**src/sv/psd_pkg.sv**
```systemverilog
// Shared types, sizes and result codes for the port scan detector.
// No dependencies; imported by every module of the block.
package psd_pkg;

  localparam int MAX_SOURCES      = 256;
  localparam int PORTS_PER_SOURCE = 1024;
  localparam int SLOT_W           = $clog2(MAX_SOURCES);
  localparam int PIDX_W           = $clog2(PORTS_PER_SOURCE);
  localparam int CNT_W            = 11;
  localparam int THR_RESET        = 15;
  localparam int WIN_RESET        = 10;

  // Register indexes of the configuration port
  localparam logic CFG_THRESHOLD = 1'b0;
  localparam logic CFG_WINDOW    = 1'b1;

  typedef enum logic [1:0] {
    ST_NEW        = 2'd0,
    ST_DUP        = 2'd1,
    ST_TABLE_FULL = 2'd2,
    ST_STORE_FULL = 2'd3
  } status_t;

  // How the front end resolved the source
  typedef enum logic [1:0] {
    K_HIT,
    K_NEW,
    K_FULL
  } kind_t;

  typedef struct packed {
    kind_t              kind;
    logic [SLOT_W-1:0]  slot;
    logic [15:0]        port;
    logic [31:0]        now;
  } q_item_t;

  typedef struct packed {
    logic [31:0]      ws;
    logic [CNT_W-1:0] total;
    logic             ag;
  } meta_t;

  typedef enum logic [1:0] {F_IDLE, F_SEARCH, F_PUSH} fstate_t;
  typedef enum logic [1:0] {B_IDLE, B_META, B_SEARCH, B_DONE} bstate_t;

endpackage

```
**src/sv/psd_queue.sv**
```systemverilog
// Two-entry item queue between front and back end.
// Depends on psd_pkg for the item type.
module psd_queue
  import psd_pkg::*;
(
  input  logic    clk,
  input  logic    rst_n,
  input  logic    push,
  input  q_item_t push_item,
  input  logic    pop,
  output q_item_t head,
  output logic    full,
  output logic    empty
);

  q_item_t    ent_r [2];
  logic       wp_r, rp_r;
  logic [1:0] cnt_r;

  always_ff @(posedge clk) begin
    if (push) ent_r[wp_r] <= push_item;
  end

  always_ff @(posedge clk) begin
    if (!rst_n) begin
      wp_r  <= 1'b0;
      rp_r  <= 1'b0;
      cnt_r <= '0;
    end else begin
      if (push) wp_r <= ~wp_r;
      if (pop)  rp_r <= ~rp_r;
      cnt_r <= cnt_r + 2'(push) - 2'(pop);
    end
  end

  assign head  = ent_r[rp_r];
  assign full  = (cnt_r == 2'd2);
  assign empty = (cnt_r == 2'd0);

endmodule

```
**config.mk**
```make
export PLATFORM = sky130hd
export DESIGN_NAME = psd_queue
export DESIGN_NICKNAME = d
export VERILOG_FILES = /design/src/sv/psd_pkg.sv /design/src/sv/psd_queue.sv
export SDC_FILE = /design/constraint.sdc
export NUM_CORES = 1
export LEC_CHECK = 0
export ABC_AREA = 1
export BUFFER_PORTS_ARGS = -buffer_cell sky130_fd_sc_hd__buf_2
export CELL_PAD_IN_SITES_DETAIL_PLACEMENT = 0
export CELL_PAD_IN_SITES_GLOBAL_PLACEMENT = 1
export CORE_MARGIN = 4
export CORE_UTILIZATION = 39
export CTS_CLUSTER_SIZE = 12
export DETAILED_ROUTE_END_ITERATION = 8
export PLACE_DENSITY = 0.8
export SETUP_SLACK_MARGIN = 0.05
export SLEW_MARGIN = 20
export SYNTH_ARGS = -nofsm -noshare
export SYNTH_HDL_FRONTEND = slang
export SYNTH_SLANG_ARGS = --single-unit
```
**constraint.sdc**
```tcl
create_clock -name clk -period 3.9 [get_ports clk]
set_input_delay 0.975 -clock clk [delete_from_list [all_inputs] [get_ports clk]]
set_output_delay 0.975 -clock clk [all_outputs]
set_load 0.05 [all_outputs]
```
==> results of run 1 <==
Yosys cell counts:
| cell | number | area share, % |
|---|---|---|
| inv_1 | 7 | 0.59 |
| ha_1 | 2 | 0.56 |
| nand3_1 | 1 | 0.11 |
| nand2_1 | 8 | 0.67 |
| buf_6 | 3 | 0.75 |
| mux2_4 | 20 | 6.7 |
| buf_2 | 3 | 0.33 |
| a21oi_1 | 1 | 0.11 |
| mux2_2 | 38 | 9.5 |
| dfxtp_1 | 5 | 2.2 |
| nor2_1 | 9 | 0.75 |
| edfxtp_1 | 116 | 78 |
worst max-delay path: stages (launching register included):
cell and delay, ps:
dfxtp_4 910, mux2_2 430, buf_2 220
through the flow:
| stage | setup WS [ps] | utilization, % | power [mW] | hold slack [ps] | cells |
|---|---|---|---|---|---|
| finish | 901.0 | 52.53 | 3.364 | 502.1 | 502 |
| global route | 803.2 | 52.53 | 3.514 | 547.6 | 502 |
| CTS | 843.5 | 52.53 | 3.414 | 512.6 | 502 |
| detailed placement | 1280 | 47.65 | 2.015 | 499.4 | 470 |
| global placement | 1280 | 47.65 | 2.006 | 478.3 | 470 |
| floorplan | 977.7 | - | 1.896 | 463.5 | 213 |
layer usage:
layer / GRT usage, % / routed length (microns) / vias up
li1: - / - / 1097
met1: 13.84 / 3085 / 1134
met2: 20.99 / 4007 / 83
met3: 6.053 / 652 / 10
met4: 4.930 / 91 / 0
met5: 0 / 0 / -
kinds of logic after synthesis:
family | after synthesis | synth area share (%)
simple gates | 18 | 1.534
mux | 58 | 16.23
compound gates | 1 | 0.1115
fa+ha+maj | 2 | 0.5578
buf+inv | 13 | 1.674
flops | 121 | 79.89
cell type report:
type,instances,area (sq um),share of cell area (%)
inverters,7,26.28,0.4535
multi-input cells,79,834.6,14.40
clock buffers,18,429.2,7.407
flip-flops and latches,121,3587,61.91
repair buffers,123,633.1,10.93
clock inverters,14,108.9,1.879
well taps,140,175.2,3.023
registers in the layout, indices dropped and copies added, names as in the netlist, named ones only:
signal and flops:
ent_r 116, cnt_r 2, rp_r 1, wp_r 1
power by group through the flow:
stage	sequential (mW)	combinational (mW)	clock, mW
floorplan	1.55	0.350	0
global placement	1.57	0.440	0
detailed placement	1.57	0.444	0
CTS	1.54	0.446	1.42
global route	1.55	0.464	1.50
finish	1.54	0.439	1.38
worst max path at each step:
stage	end	startpoint	slack, ps
floorplan	ent_r[0][0]	push	980
global placement	head[29]	register	1280
detailed placement	head[29]	register	1280
CTS	head[29]	register	840
global route	head[1]	register	800
finish	head[29]	register	900
==> impl_metrics.csv, run 1 <==
group,metric,value,unit
final_layout,fillers,930,
worst_setup_path,regToRegEndpoint,"ent_r[1][27]",
clock_tree,root_buffer,"clkbuf_16",
power_and_ir_drop,p_sw_share,25.61,%
worst_setup_path,cp-start-kind,"register",
run_status,status,"finished clean",
flow_run,cap_violations,0,
global_routing,grt_antenna_before_repair,0,
synth,yosysWarnings,0,
floorplanning,ios,122,
clock_tree,clk_latency,400,ps
final_layout,layout_commonest_cell,"buf_2",
timing,relSlewSlack,39.97,%
timing,fin_tns_setup,0,ps
worst_setup_path,worst-setup-path-type,"register to primary output",
timing,final-setup-viol-count,0,
power_and_ir_drop,seq_power_share,45.8,%
power_and_ir_drop,vdd_ir_drop_max,0.3671,mV
synth,yosysUniqueCellTypes,12,
final_layout,layout_common_cells,"buf_2 (121), edfxtp_1 (116), mux2_2 (38), mux2_4 (20), clkbuf_16 (17)",
worst_setup_path,worstPathRequired,2920,ps
floorplanning,rows,38,
detailed_routing,dr.first_iter.drc_count,78,
synth,synth_area,0.004486,sq mm
floorplanning,start_util,40.66,%
place,dp_hpwl,4.998,mm
synth,netlist_instances,213,
timing,worst_pin_slew,900.5,ps
final_layout,antenna_cells,0,
final_layout,syn2layout_area_growth,29.18,%
synth,synthesis.nets,277,
global_routing,grt_usage,12.56,%
clock_tree,htree_levels,4,
timing,min_period,2999,ps
clock_tree,clock_sinks,121,
detailed_routing,drc,0,
clock_tree,postCtsSetupRepairBufs,0,
clock_tree,cts_buffer_depth,2,
timing,max_freq,333.4,MHz
synth,ys_seq_area_share,79.89,%
worst_setup_path,r2r_cells,3,
floorplanning,die_h,115.2,microns
global_routing,grt_max_degree,59,
clock_tree,cts_tree,"yes",
final_layout,num-nets-final,413,
detailed_routing,vias,2324,
power_and_ir_drop,netSwitchingPower,0.8615,mW
detailed_routing,routed_via_density,4.629,
timing,skew,4.654,ps
timing,finalCritPeriodShare,76.90,%
final_layout,drive_above_1_share,58.56,%
place,port_buffers,121,
global_routing,grt_pass1_vias,2494,
worst_hold_path,hold_path.startpoint,"rp_r",
synth,synth_area_per_cell,21.06,sq um
timing,rsz0062_at_grt,"no",
floorplanning,die_w,115.2,microns
detailed_routing,drt_first_pass_iters,4,
clock_tree,path_clk_slew,50,ps
final_layout,finalInstanceArea,0.005794,sq mm
power_and_ir_drop,leakage,2.250,nW
power_and_ir_drop,p_int,2.502,mW
timing,slew_violations,0,
power_and_ir_drop,clkPwrFrac,41.1,%
detailed_routing,wl_per_cell,15.61,microns
worst_hold_path,hp-class,"register to register",
clock_tree,postCtsResizedCells,0,
global_routing,overflow,0,
detailed_routing,antenna_left,0,
worst_setup_path,crit_arrival,2020,ps
clock_tree,cts_hold_buf,0,
floorplanning,core_area,0.01103,sq mm
global_routing,grt_first_pass_wirelength,12.41,mm
worst_setup_path,critPathCaptureType,"primary output",
worst_setup_path,cp_max_fo,58,
synth,synth-seq-cells,121,
floorplanning,dieArea,0.01328,sq mm
worst_setup_path,reg2reg_slack,2330,ps
timing,hold_viol,0,
power_and_ir_drop,p_per_area,580.5,mW/mm^2
place,placed_cell_area,0.005256,sq mm
power_and_ir_drop,p_comb_share,13.0,%
detailed_routing,wirelength,7.836,mm
worst_setup_path,rr_startpoint,"wp_r",
place,gp_congestion,0.6640,
worst_hold_path,min_path_cells,2,
clock_tree,cts_made_buffers,17,
Power figures use the tool's default switching activity.
==> run 2: changes to the inputs <==
Settings changed: ABC_AREA 1 to 0, CORE_UTILIZATION 39 to 44, PLACE_DENSITY 0.8 to 0.84.
Clock period 3.9 ns to 3.1 ns, I/O delays scaled along.
==> run 2 against run 1 <==
Net effect:
- critical path depth rose by 1
- clock power rose by 27%
- combinational power rose by 47%
- synthesized cell count fell by 5.6%
- final area rose by 0.37%
- count of clock-buffer cells in the layout rose by 1
- wire length fell by 1.7%
- non-clock buffer count rose by 5
- area after synthesis did not move
- final cell count fell by 3.2%
==> impl_metrics.csv, run 2 <==
group,metric,value,unit
synth,yosys-top-cells-count,"edfxtp_1 (116), mux2_2 (38), mux2_4 (20)",
global_routing,grt_max_degree,33,
clock_tree,cts_hold_buf,0,
final_layout,syn2layout_area_growth,29.65,%
final_layout,drive_above_1_share,60.91,%
clock_tree,cts_tree,"yes",
timing,final-setup-viol-count,0,
final_layout,finalInstanceArea,0.005816,sq mm
final_layout,fillers,759,
synth,synthFlopType,"edfxtp_1",
synth,synth_edf_count,116,
global_routing,grt_usage,13.75,%
floorplanning,dieArea,0.01187,sq mm
synth,yosysUniqueCellTypes,14,
synth,synth_compound_gate_area_share,0.1674,%
floorplanning,ios,122,
power_and_ir_drop,vdd_ir_drop_max,0.4204,mV
place,placed_cell_area,0.005286,sq mm
final_layout,finalNonFillerCells,486,
synth,muxShareOfSynthArea,16.23,%
synth,ys_seq_area_share,79.89,%
detailed_routing,drt_first_pass_iters,4,
worst_setup_path,critPathTopFamily,"flip-flops",
final_layout,layout_commonest_cell,"buf_2",
timing,fin_tns_setup,0,ps
detailed_routing,drc,0,
clock_tree,cts_made_buffers,17,
synth,synth_top_area_share,77.66,%
timing,finalCritPeriodShare,91.87,%
synth,synthArstFlopShare,0,%
timing,min_period,2848,ps
synth,netlist_instances,201,
global_routing,grt_first_pass_wirelength,11.99,mm
floorplanning,core_area,0.009864,sq mm
synth,synth_area_per_cell,22.32,sq um
synth,synth-xor-area-share,0.6974,%
worst_hold_path,min_path_cells,1,
floorplanning,die_w,109.0,microns
synth,synth_area,0.004486,sq mm
worst_setup_path,slowest_delay,640,ps
timing,hold_viol,0,
global_routing,grt_pass1_vias,2442,
timing,setup_slack,252.1,ps
synth,synthAdderAreaFrac,0.5579,%
synth,yosysWarnings,0,
final_layout,multi_input_area,854.6,sq um
final_layout,reg.largest.list,"ent_r x116, cnt_r x2",
worst_setup_path,crit_slowest_cell,"dfxtp_4",
global_routing,overflow,0,
detailed_routing,vias,2253,
power_and_ir_drop,p_per_area,743.9,mW/mm^2
run_status,status,"finished clean",
worst_setup_path,reg2reg_slack,1800,ps
final_layout,largest_reg_flops,116,
detailed_routing,antenna_left,0,
power_and_ir_drop,leakage,2.268,nW
timing,relSlewSlack,68.46,%
clock_tree,clock_sinks,121,
clock_tree,cts_buffer_depth,2,
worst_setup_path,cp_cell_sequence,"buf_4 > mux2_2 > buf_2",
floorplanning,start_util,45.47,%
detailed_routing,wl_per_cell,15.85,microns
synth,synth_top_family_by_area,"multiplexers",
clock_tree,postCtsSetupRepairBufs,0,
timing,max_freq,351.1,MHz
timing,slew_violations,0,
timing,rsz0062_at_grt,"no",
place,port_buffers,121,
power_and_ir_drop,p_total,4.326,mW
floorplanning,rows,36,
worst_setup_path,critPathCaptureType,"primary output",
place,place_inst,456,
synth,yosys.area_share.simple,1.199,%
worst_hold_path,min_to,"ent_r[0][49]",
final_layout,antenna_cells,0,
clock_tree,postCtsResizedCells,0,
worst_setup_path,cp-start-kind,"register",
flow_run,cap_violations,0,
detailed_routing,wirelength,7.703,mm
detailed_routing,dr.first_iter.drc_count,59,
place,dp_hpwl,5.307,mm
synth,yosysTopAreaCell,"edfxtp_1",
timing,skew,4.434,ps
place,gp_congestion,0.6800,
worst_setup_path,cp_max_fo,28,
place,pre_cts_ws,748.2,ps
timing,worst_pin_slew,473.2,ps
worst_setup_path,regToRegEndpoint,"ent_r[1][0]",
final_layout,num-nets-final,406,
global_routing,grt_antenna_before_repair,0,
worst_hold_path,hold_path.startpoint,"push_item[49]",
worst_setup_path,crit_arrival,2070,ps
detailed_routing,routed_via_density,4.636,
floorplanning,die_h,109.0,microns
worst_hold_path,hp-class,"input port to register",
worst_setup_path,worstPathBufferInverterCount,2,
final_layout,regArea,0.003587,sq mm
synth,synthMostInstantiatedCell,"edfxtp_1",
synth,synthesis.nets,265,
clock_tree,root_buffer,"clkbuf_8",
worst_setup_path,worst-setup-path-type,"register to primary output",
clock_tree,htree_levels,4,
synth,netlist_top_cells_area,"edfxtp_1 (78%), mux2_2 (9.5%), mux2_4 (6.7%)",
worst_setup_path,rr_startpoint,"wp_r",
worst_setup_path,r2r_cells,2,
clock_tree,clk_latency,500,ps
worst_setup_path,worstPathRequired,2320,ps
final_layout,regMostFlops,"ent_r",
final_layout,layout_common_cells,"buf_2 (121), edfxtp_1 (116), mux2_2 (38), mux2_4 (20), clkbuf_16 (16)",
synth,synth-seq-cells,121,
clock_tree,path_clk_slew,50,ps
[run 2: cells by family after synthesis]
kind of cell	count (synthesis)
and+or+nand+nor	9
buffers and inverters	8
adders and majority gates	2
DFF	121
xor gates and xnor gates	2
AOI/OAI and AO/OA	1
muxes	58
[run 2: report_power, final]
group	switching, mW	leakage (nW)	total, mW	internal [mW]
registers	0.0411	1.13	1.93	1.89
logic	0.438	0.879	0.647	0.209
clock network	0.629	0.258	1.75	1.12
total	1.11	2.27	4.33	3.22
[run 2: final cells by class]
| cell class | count | area share (%) |
|---|---|---|
| inverters | 2 | 0.1291 |
| clock inverters | 11 | 1.850 |
| repair buffers | 128 | 11.53 |
| well taps | 133 | 2.861 |
| flip-flops and latches | 121 | 61.68 |
| multi-input cells | 72 | 14.69 |
| clock buffers | 19 | 7.250 |
[run 2: layer usage]
metal  track usage, %  vias up  wire (microns)
met4            5.681        0              51
met1            15.26     1084            3024
met5                0        -               0
met2            23.33       87            4046
li1                 -     1075               -
met3            5.684        7             580
[run 2: worst max-delay path by stage]
| stage | start | slack [ps] | cells past startpoint | end |
|---|---|---|---|---|
| finish | register | 250 | 3 | head[27] |
| global route | register | 140 | 3 | head[27] |
| CTS | register | 190 | 3 | head[27] |
| detailed placement | register | 750 | 3 | head[27] |
| global placement | register | 780 | 3 | head[32] |
| floorplan | push | 350 | 1 | ent_r[0][0] |
[run 2: through the flow]
| step | utilization, % | hold WS, ps |
|---|---|---|
| 5_1_grt | 58.95 | 434.0 |
| 6_report | 58.95 | 461.3 |
| 4_1_cts | 58.95 | 426.9 |
| 2_1_floorplan | - | 554.6 |
| 3_3_place_gp | 53.59 | 557.4 |
| 3_5_place_dp | 53.59 | 564.6 |
==> run 3: changes to the inputs <==
Settings changed: RECOVER_POWER from default to 100.
==> run 3 against run 2 <==
Net effect:
- sequential power barely moved
- clock skew fell by 1.1 ps
- first-iteration DRC count rose by 14%
- final cell count did not move
- largest cell class unchanged
- critical endpoint is now head[19]
- combinational power fell by 3.6%
- wire length rose by 0.18%
- hold slack improved by 2.7 ps
- the flow now finishes with violations (max-capacitance violations, max-slew violations)
- core utilization fell by 1.2 points
- sequential cell count did not move
==> impl_metrics.csv, run 3 (synthesis gave the netlist of run 2 again) <==
group,metric,value,unit
clock_tree,clk_latency,500,ps
final_layout,antenna_cells,0,
clock_tree,htree_levels,4,
global_routing,overflow,0,
timing,skew,3.326,ps
floorplanning,rows,36,
timing,max_freq,344.6,MHz
timing,worst_pin_slew,1781,ps
floorplanning,core_area,0.009864,sq mm
power_and_ir_drop,p_total,4.302,mW
clock_tree,cts_tree,"yes",
clock_tree,clock_sinks,121,
floorplanning,ios,122,
run_status,violations,"max-capacitance violations, max-slew violations",
clock_tree,postCtsSetupRepairBufs,0,
floorplanning,dieArea,0.01187,sq mm
timing,rsz0062_at_grt,"no",
detailed_routing,drt_first_pass_iters,4,
power_and_ir_drop,vdd_ir_drop_max,0.4124,mV
flow_run,cap_violations,3,
final_layout,layout_commonest_cell,"edfxtp_1",
global_routing,grt_pass1_vias,2442,
timing,relSlewSlack,-18.75,%
final_layout,largest_reg_flops,116,
final_layout,regMostFlops,"ent_r",
global_routing,grt_max_degree,33,
power_and_ir_drop,p_per_area,755.1,mW/mm^2
clock_tree,postCtsResizedCells,0,
final_layout,drive_above_1_share,40.51,%
place,gp_congestion,0.6800,
detailed_routing,drc,0,
final_layout,layout_common_cells,"edfxtp_1 (116), clkbuf_1 (70), mux2_2 (36), buf_2 (30), clkbuf_2 (28)",
global_routing,grt_usage,13.75,%
power_and_ir_drop,leakage,2.070,nW
place,port_buffers,121,
timing,finalCritPeriodShare,93.61,%
detailed_routing,dr.first_iter.drc_count,67,
floorplanning,start_util,45.47,%
worst_setup_path,worstPathRequired,2320,ps
timing,min_period,2902,ps
worst_setup_path,cp_max_fo,28,
clock_tree,path_clk_slew,50,ps
clock_tree,root_buffer,"clkbuf_8",
detailed_routing,antenna_left,0,
clock_tree,cts_made_buffers,17,
worst_setup_path,worst-setup-path-type,"register to primary output",
final_layout,num-nets-final,406,
global_routing,grt_first_pass_wirelength,11.99,mm
timing,fin_tns_setup,0,ps
global_routing,grt_antenna_before_repair,0,
worst_setup_path,cp-start-kind,"register",
worst_setup_path,crit_arrival,2130,ps
detailed_routing,routed_via_density,4.648,
final_layout,reg.largest.list,"ent_r x116, cnt_r x2",
place,dp_hpwl,5.307,mm
clock_tree,cts_hold_buf,0,
worst_hold_path,hp-class,"input port to register",
final_layout,syn2layout_area_growth,27.00,%
run_status,status,"complete, but fails checks",
detailed_routing,wl_per_cell,15.88,microns
floorplanning,die_h,109.0,microns
detailed_routing,vias,2259,
detailed_routing,wirelength,7.717,mm
timing,hold_viol,0,
timing,final-setup-viol-count,0,
floorplanning,die_w,109.0,microns
clock_tree,cts_buffer_depth,2,
worst_setup_path,critPathCaptureType,"primary output",
timing,slew_violations,93,
## run 3: path summary, 6_finish.rpt
check,startpoint,endpoint,slack (ps),cells after the start
max,register,head[19],200,3
min,push_item[49],ent_r[0][49],460,1
max reg2reg,wp_r,ent_r[1][51],820,2
min reg2reg,rp_r,register,570,2
## run 3: per-layer routing
layer / wire length, microns / share of wire (%) / vias to the layer above / global-route usage (%)
met1: 3048 / 39 / 1088 / 15.26
met2: 4009 / 52 / 86 / 23.33
met3: 595 / 7.7 / 9 / 5.684
li1: - / - / 1076 / -
met4: 64 / 0.83 / 0 / 5.681
met5: 0 / 0 / - / 0
## run 3: area by class of cell
| cell class | instances | area [sq um] |
|---|---|---|
| clock buffers | 19 | 421.7 |
| repair buffers | 128 | 560.5 |
| flip-flops and latches | 121 | 3587 |
| fillers | 807 | 4168 |
| multi-input cells | 72 | 845.8 |
| well taps | 133 | 166.4 |
| clock inverters | 11 | 107.6 |
| inverters | 2 | 7.507 |
## run 3: through the flow
| stage | hold WS, ps | util, % | instances | setup WS (ps) | cell area, sq um |
|---|---|---|---|---|---|
| after global placement | 557.4 | 53.59 | 456 | 783.2 | 5286 |
| final | 464.0 | 57.75 | 486 | 198.2 | 5697 |
| after CTS | 426.9 | 58.95 | 486 | 195.0 | 5816 |
| after detailed placement | 564.6 | 53.59 | 456 | 748.2 | 5286 |
| after global routing | 434.0 | 57.75 | 486 | 69.68 | 5697 |
| after floorplan | 554.6 | - | 201 | 351.4 | 4488 |
## run 3: worst max-delay path, stage by stage, from the launching register on
cell	delay, ps
dfxtp_4	640
clkbuf_1	370
mux2_2	390
clkbuf_2	240
## run 3: power by group
group          internal [mW]  switching (mW)  leakage [nW]
Combinational          0.183           0.440         0.681
Clock                   1.12           0.625         0.258
Sequential              1.90          0.0403          1.13
Total                   3.20            1.11          2.07
